**src/hdl/lhm_pkg.sv**
```systemverilog
// Shared types, constants and helper functions for the link health monitor.
`timescale 1ns / 1ps

package lhm_pkg;

    // Counter and accumulator widths
    localparam int FIELD_BITS   = 32;
    localparam int COUNTER_BITS = 32;
    localparam int TOTAL_BITS   = 48;
    localparam int TICK_BITS    = 8;
    localparam int BUCKET_BITS  = 3;
    localparam int BAND_BITS    = 2;
    localparam int N_COUNTERS   = 6;
    localparam int ADD_BITS     =
        ((COUNTER_BITS > TOTAL_BITS) ? COUNTER_BITS : TOTAL_BITS) + 1;

    // Configuration register layout
    localparam int CFG_DATA_BITS  = 32;
    localparam int CFG_ADDR_BITS  = 4;
    localparam int SUSTAIN_BITS   = 8;
    localparam int INTERVAL_BITS  = 16;
    localparam int MIN_SAMP_BITS  = 16;
    localparam int RATE_BITS      = 7;

    localparam logic [SUSTAIN_BITS-1:0]  SUSTAIN_RESET  = SUSTAIN_BITS'(3);
    localparam logic [INTERVAL_BITS-1:0] INTERVAL_RESET = INTERVAL_BITS'(500);
    localparam logic [MIN_SAMP_BITS-1:0] MIN_SAMP_RESET = MIN_SAMP_BITS'(20);
    localparam logic [RATE_BITS-1:0]     RATE_RESET     = RATE_BITS'(5);
    localparam logic [RATE_BITS-1:0]     RATE_FULL      = RATE_BITS'(100);

    typedef enum logic [1:0] {
        CFG_SUSTAIN     = 2'd0,
        CFG_INTERVAL    = 2'd1,
        CFG_MIN_SAMPLES = 2'd2,
        CFG_WARN_RATE   = 2'd3
    } t_cfg_reg;

    // Counter slots, in snapshot order
    localparam int CNT_BYTES   = 0;
    localparam int CNT_FRAMES  = 1;
    localparam int CNT_CRC     = 2;
    localparam int CNT_DROP    = 3;
    localparam int CNT_OVFL    = 4;
    localparam int CNT_PARSED  = 5;

    // Checksum rate bands
    localparam logic [BAND_BITS-1:0] BAND_LOW  = BAND_BITS'(0);
    localparam logic [BAND_BITS-1:0] BAND_MID  = BAND_BITS'(1);
    localparam logic [BAND_BITS-1:0] BAND_HIGH = BAND_BITS'(2);

    typedef logic [FIELD_BITS-1:0]   t_field;
    typedef logic [COUNTER_BITS-1:0] t_counter;
    typedef logic [TOTAL_BITS-1:0]   t_total;
    typedef logic [TICK_BITS-1:0]    t_ticks;
    typedef logic [BUCKET_BITS-1:0]  t_bucket;

    localparam t_total TOTAL_MAX = '1;

    typedef struct packed {
        logic   suppressed;
        t_field time_ms;
        t_field bytes_received;
        t_field frames_found;
        t_field crc_failures;
        t_field frames_lost;
        t_field bytes_lost;
        t_field frames_parsed;
    } t_snapshot;

    typedef struct packed {
        logic                 no_frames_alarm;
        logic                 no_parse_alarm;
        logic                 checksum_warning;
        logic                 dropped_warning;
        logic                 overflow_warning;
        t_bucket              window_bytes_bucket;
        t_bucket              window_frames_bucket;
        logic [BAND_BITS-1:0] checksum_band;
        t_bucket              dropped_bucket;
        t_bucket              overflow_bucket;
    } t_report;

    typedef struct packed {
        t_ticks stall_frame_ticks;
        t_ticks stall_parse_ticks;
        t_total stall_window_bytes;
        t_total stall_window_frames;
        t_total sum_frames;
        t_total sum_dropped;
        t_total sum_crc_failures;
        t_total sum_overflow;
    } t_windows;

    typedef struct packed {
        logic [SUSTAIN_BITS-1:0]  sustain_ticks;
        logic [INTERVAL_BITS-1:0] min_sample_interval_ms;
        logic [MIN_SAMP_BITS-1:0] min_checksum_samples;
        logic [RATE_BITS-1:0]     warn_rate_percent;
    } t_cfg;

    function automatic t_total sat_add(input t_total a, input t_counter b);
        logic [ADD_BITS-1:0] s;
        s = ADD_BITS'(a) + ADD_BITS'(b);
        if (s > ADD_BITS'(TOTAL_MAX)) begin
            return TOTAL_MAX;
        end
        return TOTAL_BITS'(s);
    endfunction

    function automatic t_ticks tick_up(input t_ticks t);
        if (t == '1) begin
            return t;
        end
        return TICK_BITS'(t + 1'b1);
    endfunction

    function automatic t_bucket decade(input t_total v);
        if (v >= TOTAL_BITS'(1000000)) return BUCKET_BITS'(6);
        if (v >= TOTAL_BITS'(100000))  return BUCKET_BITS'(5);
        if (v >= TOTAL_BITS'(10000))   return BUCKET_BITS'(4);
        if (v >= TOTAL_BITS'(1000))    return BUCKET_BITS'(3);
        if (v >= TOTAL_BITS'(100))     return BUCKET_BITS'(2);
        if (v >= TOTAL_BITS'(10))      return BUCKET_BITS'(1);
        return BUCKET_BITS'(0);
    endfunction

endpackage

```
**src/hdl/lhm_if.sv**
```systemverilog
// Valid/ready channel interfaces for snapshots and reports.
`timescale 1ns / 1ps

interface lhm_snap_if import lhm_pkg::*; ();
    logic      valid;
    logic      ready;
    t_snapshot payload;

    modport source (output valid, output payload, input ready);
    modport sink   (input valid, input payload, output ready);
endinterface

interface lhm_report_if import lhm_pkg::*; ();
    logic    valid;
    logic    ready;
    t_report payload;

    modport source (output valid, output payload, input ready);
    modport sink   (input valid, input payload, output ready);
endinterface

```
**src/hdl/lhm_fold.sv**
```systemverilog
// Baseline, interval gate and window/total accumulation state.
`timescale 1ns / 1ps

module lhm_fold import lhm_pkg::*; (
    input  logic                     i_clk,
    input  logic                     i_rst_n,
    input  logic                     i_accept,
    input  t_snapshot                i_snap,
    input  logic [INTERVAL_BITS-1:0] i_min_interval,
    output t_windows                 o_win
);

    logic     r_baseline, n_baseline;
    t_field   r_last_time, n_last_time;
    t_counter r_prev [N_COUNTERS];
    t_counter n_prev [N_COUNTERS];
    t_windows r_win, n_win;

    t_counter cur   [N_COUNTERS];
    t_counter delta [N_COUNTERS];
    t_field   gap;
    logic     too_soon;
    logic     went_down;

    always_comb begin
        cur[CNT_BYTES]  = COUNTER_BITS'(i_snap.bytes_received);
        cur[CNT_FRAMES] = COUNTER_BITS'(i_snap.frames_found);
        cur[CNT_CRC]    = COUNTER_BITS'(i_snap.crc_failures);
        cur[CNT_DROP]   = COUNTER_BITS'(i_snap.frames_lost);
        cur[CNT_OVFL]   = COUNTER_BITS'(i_snap.bytes_lost);
        cur[CNT_PARSED] = COUNTER_BITS'(i_snap.frames_parsed);

        went_down = 1'b0;
        for (int k = 0; k < N_COUNTERS; k++) begin
            delta[k]  = cur[k] - r_prev[k];
            went_down = went_down | (cur[k] < r_prev[k]);
        end

        gap      = i_snap.time_ms - r_last_time;
        too_soon = r_baseline && (gap < FIELD_BITS'(i_min_interval));
    end

    always_comb begin
        n_baseline  = r_baseline;
        n_last_time = r_last_time;
        n_win       = r_win;
        for (int k = 0; k < N_COUNTERS; k++) begin
            n_prev[k] = r_prev[k];
        end

        if (i_accept) begin
            if (i_snap.suppressed) begin
                n_baseline  = 1'b0;
                n_last_time = '0;
                n_win       = '0;
                for (int k = 0; k < N_COUNTERS; k++) begin
                    n_prev[k] = '0;
                end
            end else if (!too_soon) begin
                if (!r_baseline || went_down) begin
                    n_win = '0;
                end else begin
                    n_win.sum_frames       = sat_add(r_win.sum_frames, delta[CNT_FRAMES]);
                    n_win.sum_crc_failures = sat_add(r_win.sum_crc_failures, delta[CNT_CRC]);
                    n_win.sum_dropped      = sat_add(r_win.sum_dropped, delta[CNT_DROP]);
                    n_win.sum_overflow     = sat_add(r_win.sum_overflow, delta[CNT_OVFL]);

                    // bytes flowing but no frames coming out
                    if (delta[CNT_BYTES] != '0 && delta[CNT_FRAMES] == '0) begin
                        n_win.stall_frame_ticks  = tick_up(r_win.stall_frame_ticks);
                        n_win.stall_window_bytes =
                            sat_add(r_win.stall_window_bytes, delta[CNT_BYTES]);
                    end else begin
                        n_win.stall_frame_ticks  = '0;
                        n_win.stall_window_bytes = '0;
                    end

                    // frames found but none parsed
                    if (delta[CNT_FRAMES] != '0 && delta[CNT_PARSED] == '0) begin
                        n_win.stall_parse_ticks   = tick_up(r_win.stall_parse_ticks);
                        n_win.stall_window_frames =
                            sat_add(r_win.stall_window_frames, delta[CNT_FRAMES]);
                    end else begin
                        n_win.stall_parse_ticks   = '0;
                        n_win.stall_window_frames = '0;
                    end
                end
                n_last_time = i_snap.time_ms;
                n_baseline  = 1'b1;
                for (int k = 0; k < N_COUNTERS; k++) begin
                    n_prev[k] = cur[k];
                end
            end
        end
    end

    always_ff @(posedge i_clk) begin
        if (!i_rst_n) begin
            r_baseline  <= 1'b0;
            r_last_time <= '0;
            r_win       <= '0;
            for (int k = 0; k < N_COUNTERS; k++) begin
                r_prev[k] <= '0;
            end
        end else begin
            r_baseline  <= n_baseline;
            r_last_time <= n_last_time;
            r_win       <= n_win;
            for (int k = 0; k < N_COUNTERS; k++) begin
                r_prev[k] <= n_prev[k];
            end
        end
    end

    assign o_win = r_win;

endmodule

```
**src/hdl/lhm_judge.sv**
```systemverilog
// Alarm, warning, bucket and checksum band evaluation of the window state.
`timescale 1ns / 1ps

module lhm_judge import lhm_pkg::*; (
    input  t_windows i_win,
    input  t_cfg     i_cfg,
    output t_report  o_report
);

    localparam int PROD_BITS = TOTAL_BITS + RATE_BITS;
    localparam int SUM_BITS  = TOTAL_BITS + 1;
    localparam int QUAD_BITS = TOTAL_BITS + 2;

    logic [SUSTAIN_BITS-1:0] need;
    logic [RATE_BITS-1:0]    rate_rest;
    logic [PROD_BITS-1:0]    prod_err;
    logic [PROD_BITS-1:0]    prod_frm;
    logic [SUM_BITS-1:0]     total;
    logic                    judged;
    logic                    warn;
    logic [BAND_BITS-1:0]    band;
    t_total                  err;
    t_total                  frm;

    always_comb begin
        err  = i_win.sum_crc_failures;
        frm  = i_win.sum_frames;
        need = (i_cfg.sustain_ticks == '0) ? SUSTAIN_BITS'(1) : i_cfg.sustain_ticks;

        // 100*err >= w*(err+frm) rewritten as (100-w)*err >= w*frm
        rate_rest = RATE_FULL - i_cfg.warn_rate_percent;
        prod_err  = PROD_BITS'(err) * PROD_BITS'(rate_rest);
        prod_frm  = PROD_BITS'(frm) * PROD_BITS'(i_cfg.warn_rate_percent);
        total     = SUM_BITS'(err) + SUM_BITS'(frm);

        judged = (total >= SUM_BITS'(i_cfg.min_checksum_samples))
              && (err != '0)
              && (i_cfg.warn_rate_percent <= RATE_FULL);
        warn   = judged && (prod_err >= prod_frm);

        band = BAND_LOW;
        if (warn) begin
            if (err >= frm) begin
                band = BAND_HIGH;
            end else if ((QUAD_BITS'(err) << 2) >= QUAD_BITS'(frm)) begin
                band = BAND_MID;
            end
        end

        o_report.no_frames_alarm      = (i_win.stall_frame_ticks >= TICK_BITS'(need));
        o_report.no_parse_alarm       = (i_win.stall_parse_ticks >= TICK_BITS'(need));
        o_report.checksum_warning     = warn;
        o_report.dropped_warning      = (i_win.sum_dropped != '0);
        o_report.overflow_warning     = (i_win.sum_overflow != '0);
        o_report.window_bytes_bucket  = decade(i_win.stall_window_bytes);
        o_report.window_frames_bucket = decade(i_win.stall_window_frames);
        o_report.checksum_band        = band;
        o_report.dropped_bucket       = decade(i_win.sum_dropped);
        o_report.overflow_bucket      = decade(i_win.sum_overflow);
    end

endmodule

```
**src/hdl/link_health_monitor.sv**
```systemverilog
// Top level of the link health monitor: config registers, fold stage, report stage.
`timescale 1ns / 1ps

// Link health monitor. Each snapshot transfer on i_snap carries six cumulative
// link counters, a millisecond timestamp and a suppress flag; every snapshot
// produces exactly one report transfer on o_report, in order. The block takes
// one snapshot per clock while i_snap.ready is high: the accepting edge updates
// the baseline, windows and saturating totals, and the first edge at which the
// report register is free loads it from that state. A snapshot's effect thus
// passes the window state and the stage 1 flag, then the report register,
// and the throughput is one item per cycle for as long as o_report.ready stays
// high. The report register decouples the two sides; i_snap.ready drops only
// when a finished report and the one behind it are both waiting. The four
// settings sit on an APB-style port at byte addresses 0, 4, 8 and 12 (sustain
// ticks, minimum sample interval, minimum checksum samples, warning percent);
// change them only while no snapshot is in flight. Valid flags, window state and
// settings reset, no sweep needed; the report payload register has no reset.
module link_health_monitor import lhm_pkg::*; (
    input  logic                     i_clk,
    input  logic                     i_rst_n,
    lhm_snap_if.sink                 i_snap,
    lhm_report_if.source             o_report,
    input  logic                     psel,
    input  logic                     penable,
    input  logic                     pwrite,
    input  logic [CFG_ADDR_BITS-1:0] paddr,
    input  logic [CFG_DATA_BITS-1:0] pwdata,
    output logic [CFG_DATA_BITS-1:0] prdata,
    output logic                     pready
);

    t_cfg     r_cfg, n_cfg;
    t_cfg_reg cfg_sel;
    logic     cfg_wr;

    logic     snap_xfer;
    logic     r_s1_valid, n_s1_valid;
    logic     s1_move;
    logic     r_out_valid, n_out_valid;
    t_report  r_out;
    t_report  judged;
    t_windows win;

    // ---------------------------------------------------------------
    // Configuration port: write on the access cycle, read combinational
    // ---------------------------------------------------------------
    assign pready  = 1'b1;
    assign cfg_sel = t_cfg_reg'(paddr[CFG_ADDR_BITS-1:2]);
    assign cfg_wr  = psel && penable && pwrite;

    always_comb begin
        n_cfg = r_cfg;
        if (cfg_wr) begin
            unique case (cfg_sel)
                CFG_SUSTAIN:     n_cfg.sustain_ticks          = pwdata[SUSTAIN_BITS-1:0];
                CFG_INTERVAL:    n_cfg.min_sample_interval_ms = pwdata[INTERVAL_BITS-1:0];
                CFG_MIN_SAMPLES: n_cfg.min_checksum_samples   = pwdata[MIN_SAMP_BITS-1:0];
                CFG_WARN_RATE:   n_cfg.warn_rate_percent      = pwdata[RATE_BITS-1:0];
                default:         n_cfg = r_cfg;
            endcase
        end
    end

    always_comb begin
        unique case (cfg_sel)
            CFG_SUSTAIN:     prdata = CFG_DATA_BITS'(r_cfg.sustain_ticks);
            CFG_INTERVAL:    prdata = CFG_DATA_BITS'(r_cfg.min_sample_interval_ms);
            CFG_MIN_SAMPLES: prdata = CFG_DATA_BITS'(r_cfg.min_checksum_samples);
            CFG_WARN_RATE:   prdata = CFG_DATA_BITS'(r_cfg.warn_rate_percent);
            default:         prdata = '0;
        endcase
    end

    always_ff @(posedge i_clk) begin
        if (!i_rst_n) begin
            r_cfg.sustain_ticks          <= SUSTAIN_RESET;
            r_cfg.min_sample_interval_ms <= INTERVAL_RESET;
            r_cfg.min_checksum_samples   <= MIN_SAMP_RESET;
            r_cfg.warn_rate_percent      <= RATE_RESET;
        end else begin
            r_cfg <= n_cfg;
        end
    end

    // ---------------------------------------------------------------
    // Flow control
    // Stage 1 marks that the window state holds a not-yet-reported
    // update. It advances into the report register whenever that
    // register is empty or being drained this cycle. Hold the input
    // while stage 1 is stuck so the state it reports stays put.
    // ---------------------------------------------------------------
    assign s1_move        = r_s1_valid && (!r_out_valid || o_report.ready);
    assign i_snap.ready   = !r_s1_valid || s1_move;
    assign snap_xfer      = i_snap.valid && i_snap.ready;

    always_comb begin
        n_s1_valid = r_s1_valid;
        if (snap_xfer) begin
            n_s1_valid = 1'b1;
        end else if (s1_move) begin
            n_s1_valid = 1'b0;
        end

        n_out_valid = r_out_valid;
        if (s1_move) begin
            n_out_valid = 1'b1;
        end else if (o_report.ready) begin
            n_out_valid = 1'b0;
        end
    end

    always_ff @(posedge i_clk) begin
        if (!i_rst_n) begin
            r_s1_valid  <= 1'b0;
            r_out_valid <= 1'b0;
        end else begin
            r_s1_valid  <= n_s1_valid;
            r_out_valid <= n_out_valid;
        end
    end

    // ---------------------------------------------------------------
    // Datapath: fold the snapshot into state, then judge the state
    // ---------------------------------------------------------------
    lhm_fold u_fold (
        .i_clk          (i_clk),
        .i_rst_n        (i_rst_n),
        .i_accept       (snap_xfer),
        .i_snap         (i_snap.payload),
        .i_min_interval (r_cfg.min_sample_interval_ms),
        .o_win          (win)
    );

    lhm_judge u_judge (
        .i_win    (win),
        .i_cfg    (r_cfg),
        .o_report (judged)
    );

    // Load the report only when stage 1 advances; hold it otherwise.
    always_ff @(posedge i_clk) begin
        if (s1_move) begin
            r_out <= judged;
        end
    end

    assign o_report.valid   = r_out_valid;
    assign o_report.payload = r_out;

endmodule

```
**src/flat_wrapper.sv**
```systemverilog
// flat-port wrapper written by rule: the top's interface ports become plain ports
module link_health_monitor_flat import lhm_pkg::*;
  (i_clk, i_rst_n, psel, penable, pwrite, paddr, pwdata, prdata, pready, i_snap_valid, i_snap_payload, i_snap_ready, o_report_valid, o_report_payload, o_report_ready);
  lhm_snap_if i_snap_i ();
  lhm_report_if o_report_i ();
  input  logic i_clk;
  input  logic i_rst_n;
  input  logic psel;
  input  logic penable;
  input  logic pwrite;
  input  logic [CFG_ADDR_BITS-1:0] paddr;
  input  logic [CFG_DATA_BITS-1:0] pwdata;
  output logic [CFG_DATA_BITS-1:0] prdata;
  output logic pready;
  input wire logic [$bits(i_snap_i.valid)-1:0] i_snap_valid;
  input wire logic [$bits(i_snap_i.payload)-1:0] i_snap_payload;
  output wire logic [$bits(i_snap_i.ready)-1:0] i_snap_ready;
  output wire logic [$bits(o_report_i.valid)-1:0] o_report_valid;
  output wire logic [$bits(o_report_i.payload)-1:0] o_report_payload;
  input wire logic [$bits(o_report_i.ready)-1:0] o_report_ready;
  assign i_snap_i.valid = i_snap_valid;
  assign i_snap_i.payload = i_snap_payload;
  assign i_snap_ready = i_snap_i.ready;
  assign o_report_valid = o_report_i.valid;
  assign o_report_payload = o_report_i.payload;
  assign o_report_i.ready = o_report_ready;
  link_health_monitor u_core (.i_clk(i_clk), .i_rst_n(i_rst_n), .i_snap(i_snap_i), .o_report(o_report_i), .psel(psel), .penable(penable), .pwrite(pwrite), .paddr(paddr), .pwdata(pwdata), .prdata(prdata), .pready(pready));
endmodule
```
**config.mk**
```make
export PLATFORM = sky130hd
export DESIGN_NAME = link_health_monitor_flat
export DESIGN_NICKNAME = d
export VERILOG_FILES = /design/src/hdl/lhm_pkg.sv /design/src/hdl/lhm_if.sv /design/src/hdl/lhm_fold.sv /design/src/hdl/lhm_judge.sv /design/src/hdl/link_health_monitor.sv /design/src/flat_wrapper.sv
export SDC_FILE = /design/constraint.sdc
export NUM_CORES = 2
export LEC_CHECK = 0
export ABC_AREA = 1
export BUFFER_PORTS_ARGS = -buffer_cell sky130_fd_sc_hd__buf_2
export CAP_MARGIN = 20
export CELL_PAD_IN_SITES_DETAIL_PLACEMENT = 1
export CELL_PAD_IN_SITES_GLOBAL_PLACEMENT = 2
export CORE_MARGIN = 4
export CORE_UTILIZATION = 32
export CTS_CLUSTER_DIAMETER = 30
export DETAILED_ROUTE_END_ITERATION = 12
export GPL_TIMING_DRIVEN = 0
export HOLD_SLACK_MARGIN = 0.05
export PLACE_DENSITY = 0.83
export SYNTH_ARGS = -nofsm -noshare
export SYNTH_HDL_FRONTEND = slang
export SYNTH_SLANG_ARGS = --single-unit
```
**constraint.sdc**
```tcl
create_clock -name i_clk -period 7.4 [get_ports i_clk]
set_input_delay 1.48 -clock i_clk [delete_from_list [all_inputs] [get_ports i_clk]]
set_output_delay 1.48 -clock i_clk [all_outputs]
set_load 0.1 [all_outputs]
```
### Word level (Yosys, flattened, before mapping)

Memories as Yosys holds them, arrays and structs flattened.
Index checks and enable logic that the tools add are counted.

* bits in writable memories: 192
* logic and storage cells: 370
* output and inout bits: 54
* memories kept: 1
* input bits: 268
* register bits: 405

Memories
* u_core.u_fold.r_prev: depth 6, width 32, read ports 6, clocked after Yosys merged registers in 0, wr ports 6, line lhm_fold.sv:15 `t_counter r_prev [N_COUNTERS];`

* multiply operators: 2
* $add $sub $neg: 17
* magnitude comparators: 44
* bitwise logic cells: 12
* reduce and logical (&&, ||, !) cells: 35
* equality and inequality tests: 8
* muxes and demuxes: 224

Operators with widths (number)
* 304-bit 2-to-1 mux: 3
* 48-bit 2-to-1 mux: 14
* 192-bit 2-to-1 mux: 3
* 48-bit by 32-bit adder with 49-bit output: 6
* 49-bit by 48-bit greater-than comparator with 1-bit output (second input constant): 6
* 32-bit 2-to-1 mux: 8
* 32-bit subtractor: 7
* 48-bit by 10-bit greater-or-equal comparator with 1-bit output (second input constant): 4
* 48-bit by 14-bit greater-or-equal comparator with 1-bit output (second input constant): 4
* 48-bit by 17-bit greater-or-equal comparator with 1-bit output (second input constant): 4
* 48-bit by 20-bit greater-or-equal comparator with 1-bit output (second input constant): 4
* 48-bit by 4-bit greater-or-equal comparator with 1-bit output (second input constant): 4
* 48-bit by 7-bit greater-or-equal comparator with 1-bit output (second input constant): 4
* 32-bit < comparator: 6
* 3-bit 2-to-1 mux: 52
* 48-bit nonzero test: 3
* 1-bit 2-to-1 mux: 137
* 32-bit one-hot mux with 4 select lines: 1
* 48-bit by 7-bit multiplier with 55-bit output: 2
* 32-bit zero test: 2
* 32-bit nonzero test: 2
* 55-bit greater-or-equal comparator: 1
* 50-bit by 48-bit greater-or-equal comparator with 1-bit output: 1
* 48-bit by 48-bit adder with 49-bit output: 1
* 25 further kinds: 63

### Longest topological paths before layout

* depth in word-level cells: 23
* gate-level depth with buffers: 45
* mapped depth without buffers: 43

### Modules after synthesis

Synthesis repeated with hierarchy kept, for this count alone.

* cell total of the unflattened synthesis: 13367
* area, all modules: 83986.8 sq um

By module, submodules not included
* lhm_fold: area an instance 49996.7 sq um, times used 1, seq. area each 10590.2 sq um, cells an instance 8281
* lhm_judge: area an instance 31003.5 sq um, times used 1, seq. area each 0.0 sq um, cells an instance 4694
* link_health_monitor: area an instance 2986.6 sq um, times used 1, seq. area each 1551.5 sq um, cells an instance 392

### Worst setup path after synthesis

OpenSTA, ideal clock, no wires.

* path kind: reg-to-reg
* from: register u_core.r_cfg[0] in the netlist's numbering
* to: register u_core.r_out, in the netlist u_core.o_report.payload[7] (data pin)
* slack: -0.311 ns
* period minus slack after synthesis: 7.711 ns
* library setup time: 0.259 ns
* arrival time: 7.452 ns
* data required time: 7.141 ns
* buffers on the path: 3
* stages on the path, launching flop included: 43
* cells stage by stage: dfxtp_1 clkbuf_1 inv_1 ha_1 o21ai_0 nand2_1 or2_2 nand2_1 clkbuf_1 buf_1 nor2_1 fa_1 fa_1 fa_1 inv_1 fa_1 inv_1 ha_1 [7 not listed] o21a_1 o21bai_1 nand3_1 o21ai_1 xor2_1 ha_1 nand2_1 inv_1 o21ai_0 a21oi_1 a2111oi_0 nand2_1 a31oi_1 nand3_1 nand2_1 inv_1 nand2_1 nor2_1

* cells in the longest elaborated chain, start to end: 4
* elaborated cells on any way between the ends: 7
* classes of those cells: 1 x add/sub; 2 x mul; 2 x order compare; 2 x reduce/logical

Ends and longest elaborated chain
* start: declaration: line link_health_monitor.sv:32 `t_cfg r_cfg, n_cfg;`
* start signal: assignment: line link_health_monitor.sv:81 `r_cfg <= n_cfg;`
* 7-bit subtractor: line lhm_judge.sv:31 `rate_rest = RATE_FULL - i_cfg.warn_rate_percent;`
* 48-bit by 7-bit multiplier with 55-bit output: line lhm_judge.sv:32 `prod_err = PROD_BITS'(err) * PROD_BITS'(rate_rest);`
* 55-bit greater-or-equal comparator: line lhm_judge.sv:39 `warn = judged && (prod_err >= prod_frm);`
* 1-bit logical AND (*): line lhm_judge.sv:39
* end signal: assignment: line link_health_monitor.sv:143 `r_out <= judged;`
* end: declaration: line link_health_monitor.sv:40 `t_report r_out;`

Mark *: on every way between the ends. The rest lies on a longest branch, timed or not.
A chain may end at the register's enable or synchronous reset.

### Worst setup path after layout

* from: register u_core.r_cfg[0] in the netlist's numbering
* to: register u_core.r_out, in the netlist u_core.o_report.payload[6] (data pin)

* cells in the longest elaborated chain, start to end: 6
* elaborated cells on any way between the ends: 9
* classes of those cells: 1 x add/sub; 2 x mul; 2 x order compare; 1 x bitwise; 3 x reduce/logical

Ends and longest elaborated chain (line)
* 7-bit subtractor: lhm_judge.sv:31
* 48-bit by 7-bit multiplier with 55-bit output: lhm_judge.sv:32
* 55-bit greater-or-equal comparator: lhm_judge.sv:39
* 1-bit logical AND (*): lhm_judge.sv:39
* 1-bit inverter (no line) (*)
* 2-bit OR reduction (no line) (*)

Marks and branches as above.

==> results.cfg <==
[floorplan]
die-width_um = 524
core_area_mm2 = 0.265
rows = 189
io_pins = 322
initial_utilization_pct = 32.1
die_h_um = 524
dieArea_mm2 = 0.274

[setup_path]
worst-setup-path-type = flop to flop
crit_path_start_kind = flop
critPathMaxFanout = 5
slowest_stage = fa_1
path_common_cell = buf_4
slowest_delay_ns = 0.56
required_ns = 8.08
arrival_ns = 8.54
end_kind = flop

[drt]
dr.pass1.iters = 5
initialDrtViolationCount = 5440
drc_errors = 0
routedWlPerCell_um = 21.7
num_vias = 92200
drtAntennaViolNets = 0
avgViaCountPerCell = 5.20
routed_wl_mm = 385

[sta]
setup_viol = 3
finalMaxSlewViolations = 0
min_period_ns = 7.86
hold_viol = 0
worst_slack_ns = -0.459
timing.fmax_mhz = 127
timing.final.crit_share_pct = 106
rsz0062_at_grt = yes
slew_headroom_pct = 17.9
tightest_slew_ns = 1.23
fin_skew_ns = 0.0625

[cts]
root_buffer = clkbuf_16
cts_inserted_buffers = 179
cts_sinks = 597
htreeDepth = 4
cts_buffer_depth = 4
cts_tree = yes
clk_latency_ns = 0.84
clk_pin_slew_ns = 0.05

[synthesis]
synth_seq_area_share_pct = 14.3
syn_area_per_cell_um2 = 6.32
synth-adder-area-share_pct = 23.0
yosysWarnings = 0
synth-compound-area-share_pct = 15.8
synth-async-reset-ratio_pct = 0
synthFlopType = dfxtp_1
yosys.area_share.simple_pct = 29.3
netlist_area_mm2 = 0.0851
synth_edf_count = 19
synth_top_family_by_area = simple AND/OR/NAND/NOR gates
synth_cell_types = 70
synthCells = 13500
synth_xor_area_share_pct = 5.25
synth_mux_area_share_pct = 0
ys_ff_latch = 597

[power_and_ir_drop]
power_leakage_nw = 48.4
power_density_mw_per_mm2 = 146
ir_drop_v = 0.000159

[cells_and_area]
seq_area_mm2 = 0.0122
area_delta_synth_final_pct = 17.0
num-nets-final = 15600
design_area_mm2 = 0.0997
nFillCells = 34600
drive_gt1_share_pct = 8.76
multi_input_area_mm2 = 0.0636

[global_route]
grt_pass1_vias = 94400
grt_pass1_wl_mm = 576
grt-ovfl-total = 0
antenna_found_initial = 43
grtUsageTotal_pct = 27.1
grt_start_max_net_pins = 13

[run]
drv_cap = 0

[placed_design]
post-dp-hpwl_mm = 321
dp_slack_ns = -2.81
place_area_mm2 = 0.0913
gp_congestion = 0.946
io_buffers = 286

[hold_path]
hp-class = flop to flop

[outcome]
violations = negative setup slack
status = finished with violations
## final cells by class
type	count	area share, %
inverters	2243	8.49
diodes	14	0.0352
multi-input cells	10200	63.9
clock buffers	233	5.16
repair buffers	392	2.47
plain buffers	434	2.35
flip-flops and latches	597	12.2
well taps	3533	4.44
clock inverters	85	1.00
## worst max-delay path, delay by kind of cell, from the launching register on
family | cells | cell delay (ns)
flops | 1 | 0.35
buf+inv | 19 | 2.09
compound gates | 7 | 1.07
fa+ha+maj | 7 | 2.83
simple gates | 12 | 1.19
xor+xnor | 1 | 0.16
## synth_stat cells (137+ instances only)
library cell  number  area, µm²
a21oi_1         1328       6650
a31oi_1          149        932
clkbuf_1         223        837
dfxtp_1          578      11600
fa_1             472       9450
ha_1             808      10100
inv_1           2210       8300
nand2_1         3297      12400
nand3_1          783       3920
nand4_1          195       1220
nor2_1          1303       4890
nor3_1           199        996
o211ai_1         190       1430
o21ai_0          466       2330
xnor2_1          137       1200
xor2_1           373       3270
## power by group
group	switching (mW)	leakage (nW)	internal, mW
clock	2.45	2.97	5.46
sequential	0.0428	4.86	3.31
combinational	2.29	40.6	0.980
## metrics by stage
| step | setup TNS [ns] | total power [mW] | hold slack (ns) | util (%) | instances |
|---|---|---|---|---|---|
| after CTS | -1.40 | 14.7 | 0.462 | 37.4 | 17700 |
| after detailed placement | -18.01 | 6.62 | 0.456 | 34.5 | 17300 |
| after global routing | -2.16 | 15.2 | 0.475 | 37.6 | 17700 |
| after floorplan | 0 | 5.54 | 0.444 | - | 13500 |
| final | -1.33 | 14.5 | 0.461 | 37.6 | 17700 |
| after global placement | -16.02 | 6.59 | 0.452 | 34.3 | 17300 |
## layout by cell type, fill, tap and decap left out, types with 19 or more instances in the layout
cell type / n
a21boi_0: 26
a21o_1: 57
a21oi_1: 1296
a21oi_2: 28
a31oi_1: 142
buf_1: 25
buf_2: 392
buf_4: 166
clkbuf_1: 187
clkbuf_16: 191
clkbuf_2: 30
clkbuf_8: 34
clkinv_2: 29
clkinvlp_4: 25
dfxtp_1: 574
edfxtp_1: 19
fa_1: 464
ha_1: 776
ha_4: 22
inv_1: 2192
inv_2: 37
nand2_1: 3273
nand2_2: 26
nand3_1: 780
nand3b_1: 29
nand4_1: 195
nor2_1: 1276
nor2_2: 34
nor3_1: 195
nor3_2: 33
nor4_1: 69
o211ai_1: 190
o21a_1: 39
o21ai_0: 442
o21ai_1: 22
o21bai_1: 43
xnor2_1: 131
xor2_1: 367
## state kept, by name (all words and copies together), names as in the netlist
signal	cells
u_core.u_fold.r_baseline	1
u_core.r_cfg	47
u_core.o_report.valid	1
u_core.r_s1_valid	1
u_core.u_fold.o_win	304
u_core.u_fold.r_prev	192
u_core.o_report.payload	19
u_core.u_fold.r_last_time	32
## per-layer routing
| layer | routed length [µm] | GRT usage [%] |
|---|---|---|
| met4 | 19400 | 12.0 |
| met2 | 177000 | 45.5 |
| met3 | 17500 | 3.40 |
| met1 | 170000 | 34.8 |
| met5 | 155 | 0 |
## logic make-up (layout without fill, tap and decap cells)
| logic type | Yosys count | in the layout |
|---|---|---|
| buffers and inverters | 2683 | 3387 |
| adders and majority gates | 1280 | 1280 |
| and+or+nand+nor | 5995 | 5995 |
| DFF | 597 | 597 |
| xor gates and xnor gates | 510 | 510 |
| AOI/OAI and AO/OA | 2410 | 2410 |
| other | 2 | 31 |
## timing repair
item,in CTS,in global routing
resized for setup,269,126
hold buffers,0,0
setup endpoints to repair,3,23
gates cloned,1,0
setup buffers,77,17
pin swaps,91,69
## worst paths after layout
kind / end / slack, ns / cells after the start / startpoint
hold reg to reg: u_core.u_fold.r_last_time[22]$_SDFFE_PN0P_ / 0.46 / 2 / u_core.u_fold.r_last_time[22]$_SDFFE_PN0P_
hold / removal: u_core.u_fold.r_last_time[22]$_SDFFE_PN0P_ / 0.46 / 2 / u_core.u_fold.r_last_time[22]$_SDFFE_PN0P_
setup reg to reg: u_core.o_report.payload[6]$_SDFFCE_PP0P_ / -0.46 / 46 / u_core.r_cfg[0]$_SDFFE_PN1P_
setup / recovery: u_core.o_report.payload[6]$_SDFFCE_PP0P_ / -0.46 / 46 / u_core.r_cfg[0]$_SDFFE_PN1P_
Power figures use the tool's default switching activity.
